File: src/design/b62enc_pkg.sv
// ----------------------------------------------------------------------------
// b62enc_pkg: shared constants and helpers for the base-62 encoder
// Digit and character widths, the radix, the shuffled alphabet and the
// digit-to-character lookup used by the emit side.
// ----------------------------------------------------------------------------
package b62enc_pkg;

  localparam int DIGIT_W       = 6;
  localparam int CHAR_W        = 8;
  localparam int RADIX         = 62;
  localparam int HALF_RADIX    = RADIX / 2;
  // input bits folded into the digit vector per conversion cycle
  localparam int BITS_PER_STEP = 4;
  // entries in the queue between converter and emitter (power of two)
  localparam int QUEUE_DEPTH   = 2;

  // shuffled alphabet, digit 0 in the top byte
  localparam logic [CHAR_W*RADIX-1:0] ALPHABET =
    "vPh7zZwA2LyU4bGq5tcVfIMxJi6XaSoK9CNp0OWljYTHQ8REnmu31BrdgeDkFs";

  // map one digit to its alphabet character
  function automatic logic [CHAR_W-1:0] digit_char(input logic [DIGIT_W-1:0] d);
    logic [DIGIT_W-1:0] rev;
    rev = DIGIT_W'(RADIX - 1) - d;
    if (d > DIGIT_W'(RADIX - 1)) begin
      return '0;
    end
    return ALPHABET[rev*CHAR_W +: CHAR_W];
  endfunction

endpackage

File: src/design/b62enc_front.sv
// ----------------------------------------------------------------------------
// b62enc_front: value to base-62 digit converter
// Shifts the input in MSB first, a few bits per cycle, doubling the digit
// vector and adding the bit (digit-wise carries, no ripple). Hands the
// finished digit vector and the index of the leading digit to the queue.
// ----------------------------------------------------------------------------
module b62enc_front #(
  parameter int VALUE_BITS = 31,
  parameter int MAX_DIGITS = 6
) (
  input  logic                                        clk_i,
  input  logic                                        rst_ni,
  input  logic                                        start_i,
  input  logic [VALUE_BITS-1:0]                       value_i,
  output logic                                        busy_o,
  input  logic                                        full_i,
  output logic                                        push_o,
  output logic [MAX_DIGITS*b62enc_pkg::DIGIT_W-1:0]   digits_o,
  output logic [$clog2(MAX_DIGITS)-1:0]               last_idx_o
);

  localparam int DW       = b62enc_pkg::DIGIT_W;
  localparam int BPS      = b62enc_pkg::BITS_PER_STEP;
  localparam int STEPS    = (VALUE_BITS + BPS - 1) / BPS;
  localparam int PAD_BITS = STEPS * BPS;
  localparam int STEP_W   = $clog2(STEPS);
  localparam int IDX_W    = $clog2(MAX_DIGITS);

  typedef enum logic [1:0] {F_IDLE, F_CONV, F_HOLD} fstate_e;

  fstate_e             state_q;
  logic [PAD_BITS-1:0] shift_q;
  logic [STEP_W-1:0]   cnt_q;
  logic [DW-1:0]       digits_q [MAX_DIGITS];
  logic [DW-1:0]       digits_d [MAX_DIGITS];
  logic                ovf_q;
  logic                ovf_d;

  // fold the next input bits into the digit vector, MSB first
  always_comb begin
    logic [MAX_DIGITS-1:0] cy;
    logic [DW:0]           sum;
    logic                  cin;
    digits_d = digits_q;
    ovf_d    = ovf_q;
    for (int b = 0; b < BPS; b++) begin
      for (int i = 0; i < MAX_DIGITS; i++) begin
        cy[i] = digits_d[i] >= DW'(b62enc_pkg::HALF_RADIX);
      end
      ovf_d = ovf_d | cy[MAX_DIGITS-1];
      for (int i = 0; i < MAX_DIGITS; i++) begin
        if (i == 0) begin
          cin = shift_q[PAD_BITS-1-b];
        end else begin
          cin = cy[i-1];
        end
        sum = {digits_d[i], cin};
        if (cy[i]) begin
          digits_d[i] = DW'(sum - (DW+1)'(b62enc_pkg::RADIX));
        end else begin
          digits_d[i] = DW'(sum);
        end
      end
    end
  end

  // find the leading digit; a value past the digit range keeps full width
  always_comb begin
    last_idx_o = '0;
    for (int i = 0; i < MAX_DIGITS; i++) begin
      if (digits_q[i] != '0) begin
        last_idx_o = IDX_W'(i);
      end
    end
    if (ovf_q) begin
      last_idx_o = IDX_W'(MAX_DIGITS - 1);
    end
  end

  // pack the digit vector for the queue
  always_comb begin
    for (int i = 0; i < MAX_DIGITS; i++) begin
      digits_o[i*DW +: DW] = digits_q[i];
    end
  end

  assign busy_o = (state_q != F_IDLE);
  assign push_o = (state_q == F_HOLD) && !full_i;

  // sequence: load, convert, hold until the queue has room
  always_ff @(posedge clk_i or negedge rst_ni) begin
    if (!rst_ni) begin
      state_q <= F_IDLE;
      cnt_q   <= '0;
    end else begin
      case (state_q)
        F_IDLE: begin
          if (start_i) begin
            state_q <= F_CONV;
            cnt_q   <= STEP_W'(STEPS - 1);
          end
        end
        F_CONV: begin
          cnt_q <= cnt_q - 1'b1;
          if (cnt_q == '0) begin
            state_q <= F_HOLD;
          end
        end
        F_HOLD: begin
          if (!full_i) begin
            state_q <= F_IDLE;
          end
        end
        default: begin
          state_q <= F_IDLE;
        end
      endcase
    end
  end

  // datapath: shift register, digit vector and overflow flag
  always_ff @(posedge clk_i) begin
    if (state_q == F_IDLE && start_i) begin
      shift_q  <= PAD_BITS'(value_i);
      digits_q <= '{default: '0};
      ovf_q    <= 1'b0;
    end else if (state_q == F_CONV) begin
      shift_q  <= shift_q << BPS;
      digits_q <= digits_d;
      ovf_q    <= ovf_d;
    end
  end

endmodule

File: src/design/b62enc_fifo.sv
// ----------------------------------------------------------------------------
// b62enc_fifo: short word queue between converter and emitter
// Register-based FIFO; push and pop may happen in the same cycle.
// ----------------------------------------------------------------------------
module b62enc_fifo #(
  parameter int WIDTH = 40
) (
  input  logic             clk_i,
  input  logic             rst_ni,
  input  logic             push_i,
  input  logic [WIDTH-1:0] wdata_i,
  input  logic             pop_i,
  output logic [WIDTH-1:0] rdata_o,
  output logic             full_o,
  output logic             empty_o
);

  localparam int DEPTH = b62enc_pkg::QUEUE_DEPTH;
  localparam int PTR_W = $clog2(DEPTH);
  localparam int CNT_W = $clog2(DEPTH + 1);

  logic [WIDTH-1:0] mem_q [DEPTH];
  logic [PTR_W-1:0] wr_ptr_q;
  logic [PTR_W-1:0] rd_ptr_q;
  logic [CNT_W-1:0] cnt_q;

  assign full_o  = (cnt_q == CNT_W'(DEPTH));
  assign empty_o = (cnt_q == '0);
  assign rdata_o = mem_q[rd_ptr_q];

  // advance pointers and fill level
  always_ff @(posedge clk_i or negedge rst_ni) begin
    if (!rst_ni) begin
      wr_ptr_q <= '0;
      rd_ptr_q <= '0;
      cnt_q    <= '0;
    end else begin
      if (push_i) begin
        wr_ptr_q <= wr_ptr_q + 1'b1;
      end
      if (pop_i) begin
        rd_ptr_q <= rd_ptr_q + 1'b1;
      end
      if (push_i && !pop_i) begin
        cnt_q <= cnt_q + 1'b1;
      end else if (!push_i && pop_i) begin
        cnt_q <= cnt_q - 1'b1;
      end
    end
  end

  // store the pushed word
  always_ff @(posedge clk_i) begin
    if (push_i) begin
      mem_q[wr_ptr_q] <= wdata_i;
    end
  end

  a_no_underflow: assert property (@(posedge clk_i) disable iff (!rst_ni)
    !(pop_i && empty_o))
    else $error("queue popped while empty");

  a_level_bound: assert property (@(posedge clk_i) disable iff (!rst_ni)
    (push_i && !pop_i) |=> (cnt_q <= CNT_W'(DEPTH)) && !empty_o)
    else $error("queue level out of range after push");

endmodule

File: src/design/b62enc_back.sv
// ----------------------------------------------------------------------------
// b62enc_back: digit emitter
// Takes a digit vector from the queue and strobes its digits out, leading
// digit first, one per cycle, with the alphabet character and last flag.
// ----------------------------------------------------------------------------
module b62enc_back #(
  parameter int MAX_DIGITS = 6
) (
  input  logic                                        clk_i,
  input  logic                                        rst_ni,
  input  logic                                        empty_i,
  input  logic [MAX_DIGITS*b62enc_pkg::DIGIT_W-1:0]   digits_i,
  input  logic [$clog2(MAX_DIGITS)-1:0]               last_idx_i,
  output logic                                        pop_o,
  output logic                                        digit_valid_o,
  output logic [b62enc_pkg::CHAR_W-1:0]               digit_char_o,
  output logic [b62enc_pkg::DIGIT_W-1:0]              digit_value_o,
  output logic                                        last_digit_o
);

  localparam int DW    = b62enc_pkg::DIGIT_W;
  localparam int IDX_W = $clog2(MAX_DIGITS);

  typedef enum logic {B_IDLE, B_EMIT} bstate_e;

  bstate_e          state_q;
  logic [IDX_W-1:0] idx_q;
  logic [DW-1:0]    digs_q [MAX_DIGITS];
  logic [DW-1:0]    sel;

  assign sel   = digs_q[idx_q];
  // take the next word when idle or on the final digit of the current one
  assign pop_o = ((state_q == B_IDLE) || (idx_q == '0)) && !empty_i;

  // hold the digit vector being emitted
  always_ff @(posedge clk_i) begin
    if (pop_o) begin
      for (int i = 0; i < MAX_DIGITS; i++) begin
        digs_q[i] <= digits_i[i*DW +: DW];
      end
    end
  end

  // emit sequence and registered result outputs
  always_ff @(posedge clk_i or negedge rst_ni) begin
    if (!rst_ni) begin
      state_q       <= B_IDLE;
      idx_q         <= '0;
      digit_valid_o <= 1'b0;
      digit_char_o  <= '0;
      digit_value_o <= '0;
      last_digit_o  <= 1'b0;
    end else begin
      digit_valid_o <= (state_q == B_EMIT);
      digit_value_o <= sel;
      digit_char_o  <= b62enc_pkg::digit_char(sel);
      last_digit_o  <= (state_q == B_EMIT) && (idx_q == '0);
      case (state_q)
        B_IDLE: begin
          if (pop_o) begin
            state_q <= B_EMIT;
            idx_q   <= last_idx_i;
          end
        end
        B_EMIT: begin
          if (pop_o) begin
            idx_q <= last_idx_i;
          end else if (idx_q == '0) begin
            state_q <= B_IDLE;
          end else begin
            idx_q <= idx_q - 1'b1;
          end
        end
        default: begin
          state_q <= B_IDLE;
        end
      endcase
    end
  end

endmodule

File: src/design/base62_integer_encoder_unit.sv
// ----------------------------------------------------------------------------
// base62_integer_encoder_unit: integer to shuffled base-62 character string
// Flow: start loads the converter, which folds four input bits per cycle
// into the digit vector, then waits for room and pushes it into the queue;
// the emitter pops it and strobes one digit per cycle, alongside. A new
// value is taken only after the converter has pushed the last one.
// Reset clears all control state; the queue comes up empty, no strobes.
// ----------------------------------------------------------------------------
module base62_integer_encoder_unit #(
  parameter int VALUE_BITS = 31,
  parameter int MAX_DIGITS = 6
) (
  input  logic                               clk_i,
  input  logic                               rst_ni,
  input  logic                               start,
  input  logic [VALUE_BITS-1:0]              value_i,
  output logic                               busy,
  output logic                               digit_valid_o,
  output logic [b62enc_pkg::CHAR_W-1:0]      digit_char_o,
  output logic [b62enc_pkg::DIGIT_W-1:0]     digit_value_o,
  output logic                               last_digit_o
);

  localparam int DW     = b62enc_pkg::DIGIT_W;
  localparam int IDX_W  = $clog2(MAX_DIGITS);
  localparam int VEC_W  = MAX_DIGITS * DW;
  localparam int WORD_W = VEC_W + IDX_W;

  logic              push;
  logic              pop;
  logic              full;
  logic              empty;
  logic [VEC_W-1:0]  f_digits;
  logic [IDX_W-1:0]  f_last_idx;
  logic [WORD_W-1:0] q_rdata;

  b62enc_front #(
    .VALUE_BITS(VALUE_BITS),
    .MAX_DIGITS(MAX_DIGITS)
  ) u_front (
    .clk_i      (clk_i),
    .rst_ni     (rst_ni),
    .start_i    (start),
    .value_i    (value_i),
    .busy_o     (busy),
    .full_i     (full),
    .push_o     (push),
    .digits_o   (f_digits),
    .last_idx_o (f_last_idx)
  );

  b62enc_fifo #(
    .WIDTH(WORD_W)
  ) u_fifo (
    .clk_i   (clk_i),
    .rst_ni  (rst_ni),
    .push_i  (push),
    .wdata_i ({f_last_idx, f_digits}),
    .pop_i   (pop),
    .rdata_o (q_rdata),
    .full_o  (full),
    .empty_o (empty)
  );

  b62enc_back #(
    .MAX_DIGITS(MAX_DIGITS)
  ) u_back (
    .clk_i         (clk_i),
    .rst_ni        (rst_ni),
    .empty_i       (empty),
    .digits_i      (q_rdata[VEC_W-1:0]),
    .last_idx_i    (q_rdata[WORD_W-1:VEC_W]),
    .pop_o         (pop),
    .digit_valid_o (digit_valid_o),
    .digit_char_o  (digit_char_o),
    .digit_value_o (digit_value_o),
    .last_digit_o  (last_digit_o)
  );

  a_busy_after_start: assert property (@(posedge clk_i) disable iff (!rst_ni)
    (start && !busy) |=> busy)
    else $error("converter not busy after accepting a value");

  a_digits_contiguous: assert property (@(posedge clk_i) disable iff (!rst_ni)
    (digit_valid_o && !last_digit_o) |=> digit_valid_o)
    else $error("gap inside the digits of one value");

  a_digit_range: assert property (@(posedge clk_i) disable iff (!rst_ni)
    digit_valid_o |-> (digit_value_o <= DW'(b62enc_pkg::RADIX - 1)))
    else $error("digit value out of base-62 range");

endmodule
File: config.mk
export PLATFORM = sky130hd
export DESIGN_NAME = base62_integer_encoder_unit
export DESIGN_NICKNAME = d
export VERILOG_FILES = /design/src/design/b62enc_pkg.sv /design/src/design/b62enc_front.sv /design/src/design/b62enc_fifo.sv /design/src/design/b62enc_back.sv /design/src/design/base62_integer_encoder_unit.sv
export SDC_FILE = /design/constraint.sdc
export NUM_CORES = 1
export LEC_CHECK = 0
export BUFFER_PORTS_ARGS = -buffer_cell sky130_fd_sc_hd__buf_4
export CAP_MARGIN = 25
export CORE_MARGIN = 3
export CORE_UTILIZATION = 55
export CTS_BUF_LIST = sky130_fd_sc_hd__clkbuf_4 sky130_fd_sc_hd__clkbuf_8
export CTS_CLUSTER_SIZE = 14
export DETAILED_ROUTE_END_ITERATION = 10
export HOLD_SLACK_MARGIN = 0.03
export PLACE_DENSITY_LB_ADDON = 0.25
export SETUP_SLACK_MARGIN = 0.3
export SKIP_CTS_REPAIR_TIMING = 1
export SYNTH_ARGS = -nofsm -noshare
export SYNTH_HDL_FRONTEND = slang
export SYNTH_SLANG_ARGS = --single-unit
File: constraint.sdc
create_clock -name clk_i -period 4.83 [get_ports clk_i]
set_input_delay 0.483 -clock clk_i [delete_from_list [all_inputs] [get_ports clk_i]]
set_output_delay 0.483 -clock clk_i [all_outputs]
set_load 0.01 [all_outputs]
==> results.yml <==
worst_setup_path:
  cpPeakStageDelay_ns: 0.40
  cp.arrival_ns: 4.90
  path_delay_family: "compound AO/OA/AOI/OAI gates"
  critical_path_class: "reg2reg"
  cp-end-kind: "flop"
  cp_cell_sequence: "ha_4 -> a41oi_4 -> xnor2_2 -> ha_4 -> nand3_4 -> o21a_1 -> o31a_4 -> xnor2_4 -> ha_4 -> and3_1 -> mux2i_2 -> nand3b_1 -> o311ai_4 -> xnor2_2 -> ha_2 -> nand2_1 -> o32a_1 -> o31ai_4 -> buf_4 -> mux2i_1 -> o21ai_1"
  path_max_fanout: 5
  cp_slowest_cell: "o31a_4"
  critPathLaunchType: "flop"
  worst-endpoint-required_ns: 5.23
  timing.critical_path.buf_inv: 1
  cpMostUsedCell: "ha_4"
clocking:
  htree_levels: 2
  cts_sinks: 211
  clk_pin_slew_ns: 0.05
  cts_tree: "done"
  cts-root-buf: "clkbuf_8"
  clock_path_buffers: 3
  numCtsBuffers: 37
  clock_latency_ns: 0.56
layout:
  nets: 1491
  postLayoutCoreUtil_pct: 68.4
  n_antenna_cell: 0
  area_delta_synth_final_pct: 20.6
  final_cell_mix: "nand2_1, buf_4, edfxtp_1"
  drive_gt1_share_pct: 29.4
  final_common_cell: "nand2_1"
synth:
  yosysSeqAreaShare_pct: 44.8
  synthCells: 1270
  synthFlopType: "edfxtp_1"
  netlist_area_um2: 13000
  synth_warnings: 0
  async_flop_share_pct: 13.3
  synth.ff_latch_count: 211
  syn_nets: 1348
  avgSynthCellArea_um2: 10.2
  synth.distinct_cells: 105
  synth-edff-count: 145
timing:
  timing.final.crit_share_pct: 93.2
  slew_viol_final: 0
  setup_violations: 0
  hold_viol: 0
  clock_skew_ns: 0.0327
  worst_slack_ns: 0.328
  max_freq_mhz: 222
  relSlewSlack_pct: 43.3
  rsz0062_at_grt: "yes"
  max_slew.worst_pin.slew_ns: 0.842
  min_period_ns: 4.50
global_route:
  antenna_found_initial: 0
  grt_pass1_wl_um: 48800
  grt_overflow_total: 0
  grt_max_degree: 41
  track_usage_pct: 23.0
  grt_pass1_vias: 9492
floorplanning:
  start_util_pct: 56.7
  core_region_area_um2: 22900
  io_pins: 51
  dieArea_um2: 25500
  rows: 55
  die_x_um: 160
  die_y_um: 160
run_status:
  run_status: "completed"
drt:
  post_drt_wl_per_cell_um: 18.1
  vias_per_cell: 5.94
  vias: 10400
  drt_iter0_drc: 957
  drc_errors: 0
  first_pass_iters: 5
  routed_wl_um: 31800
  antenna_left: 0
job:
  max-cap-violations: 0
placed_design:
  portBuffers: 49
  gp_congestion: 0.944
  preCtsSetupSlack_ns: 0.0297
  hpwl_um: 20900
worst_hold_path:
  worstHoldPathType: "in2reg"
==> flip-flops by register name (all words and copies together), names as in the netlist, 2 cells and up <==
| register | flops |
|---|---|
| u_back.digit_char_o | 7 |
| u_back.digit_value_o | 6 |
| u_back.digs_q | 36 |
| u_back.idx_q | 3 |
| u_fifo.cnt_q | 2 |
| u_fifo.mem_q | 78 |
| u_front.cnt_q | 3 |
| u_front.digits_o | 36 |
| u_front.shift_q | 32 |
| u_front.state_q | 2 |
==> cells in the mapped netlist (5+ instances only) <==
cell type    n  area (µm²)
nand2_1    190         713
edfxtp_1   145        4350
o21ai_0     54         270
nor2_1      53         199
a21oi_1     52         260
mux2_2      50         563
mux2i_1     49         490
ha_1        43         538
xnor2_1     43         377
nand3_1     42         210
clkbuf_1    39         146
dfxtp_1     38         761
inv_1       36         135
dfrtp_1     28         701
buf_2       25         125
nor3_1      22         110
a211oi_1    19         143
a31oi_1     19         119
xor2_1      19         166
and3_1      18         113
nor2b_1     18         113
o22ai_1     16         100
nand2b_1    13        81.3
o31ai_1     10        75.1
a21o_1       9        67.6
nand3b_1     9        67.6
nand4_1      9        56.3
and2_1       8        50.1
inv_2        8        30.0
o211ai_1     8        60.1
mux4_2       7         158
buf_4        6        45.0
nor4_1       6        37.5
o21a_1       6        45.0
o21ai_1      6        30.0
o31a_1       6        52.6
or3_1        6        37.5
a21boi_0     5        37.5
buf_1        5        18.8
nor3b_1      5        37.5
==> logic make-up after synthesis <==
logic type	after synthesis	synth area share (%)
AOI/OAI and AO/OA	288	16.6
other	1	0.0289
adders and majority gates	44	4.29
xor gates and xnor gates	65	4.55
DFF	211	44.8
muxes	110	9.74
and+or+nand+nor	425	15.8
buffers and inverters	126	4.27
==> through the flow <==
stage	instances	hold WS (ns)	area, µm²	TNS (ns)
floorplan	1270	0.187	13200	0
global placement	1636	0.423	14200	0
detailed placement	1636	0.424	14200	0
CTS	1704	-0.167	15000	-0.00645
global route	1755	0.196	15700	0
finish	1755	0.202	15700	0
==> tightest hold or removal path, delay by kind of cell <==
| family | cells | cell delay, ns |
|---|---|---|
| buffers and inverters | 1 | 0.07 |
| and+or+nand+nor | 2 | 0.08 |
==> layout make-up <==
cell class              count  area, µm²
clock buffers              49        606
clock inverters            19        153
fillers                  1656       7240
inverters                  48        190
multi-input cells         933       7120
flip-flops and latches    211       5840
well taps                 313        392
repair buffers            182       1370
==> worst paths after layout <==
| kind | to | cells after the start | from | slack, ns |
|---|---|---|---|---|
| max in group asynchronous | u_front.cnt_q[1]$_DFFE_PN0P_ | 2 | rst_ni | 4.16 |
| min in group asynchronous | u_back.digit_valid_o$_DFF_PN0_ | 2 | rst_ni | 0.38 |
| worst min-delay path | u_front.shift_q[4]$_DFFE_PP_ | 3 | value_i[4] | 0.20 |
| worst max-delay path | u_front.digits_o[8]$_SDFFE_PP0P_ | 21 | u_front.digits_o[7]$_SDFFE_PP0P_ | 0.33 |
| worst min register to register | u_front.shift_q[31]$_SDFFE_PP0P_ | 2 | u_front.shift_q[27]$_DFFE_PP_ | 0.46 |
| worst max register to register | u_front.digits_o[8]$_SDFFE_PP0P_ | 21 | u_front.digits_o[7]$_SDFFE_PP0P_ | 0.33 |
==> per-layer routing <==
metal	share of wire [%]	track usage, %
met5	0	0
met2	48	37.8
met4	2.1	4.85
met1	44	32.8
met3	5.8	3.32
Power is left out: the tool's default activity adds up to more than one toggle a clock period on the data nets, which glitch-free logic cannot reach.
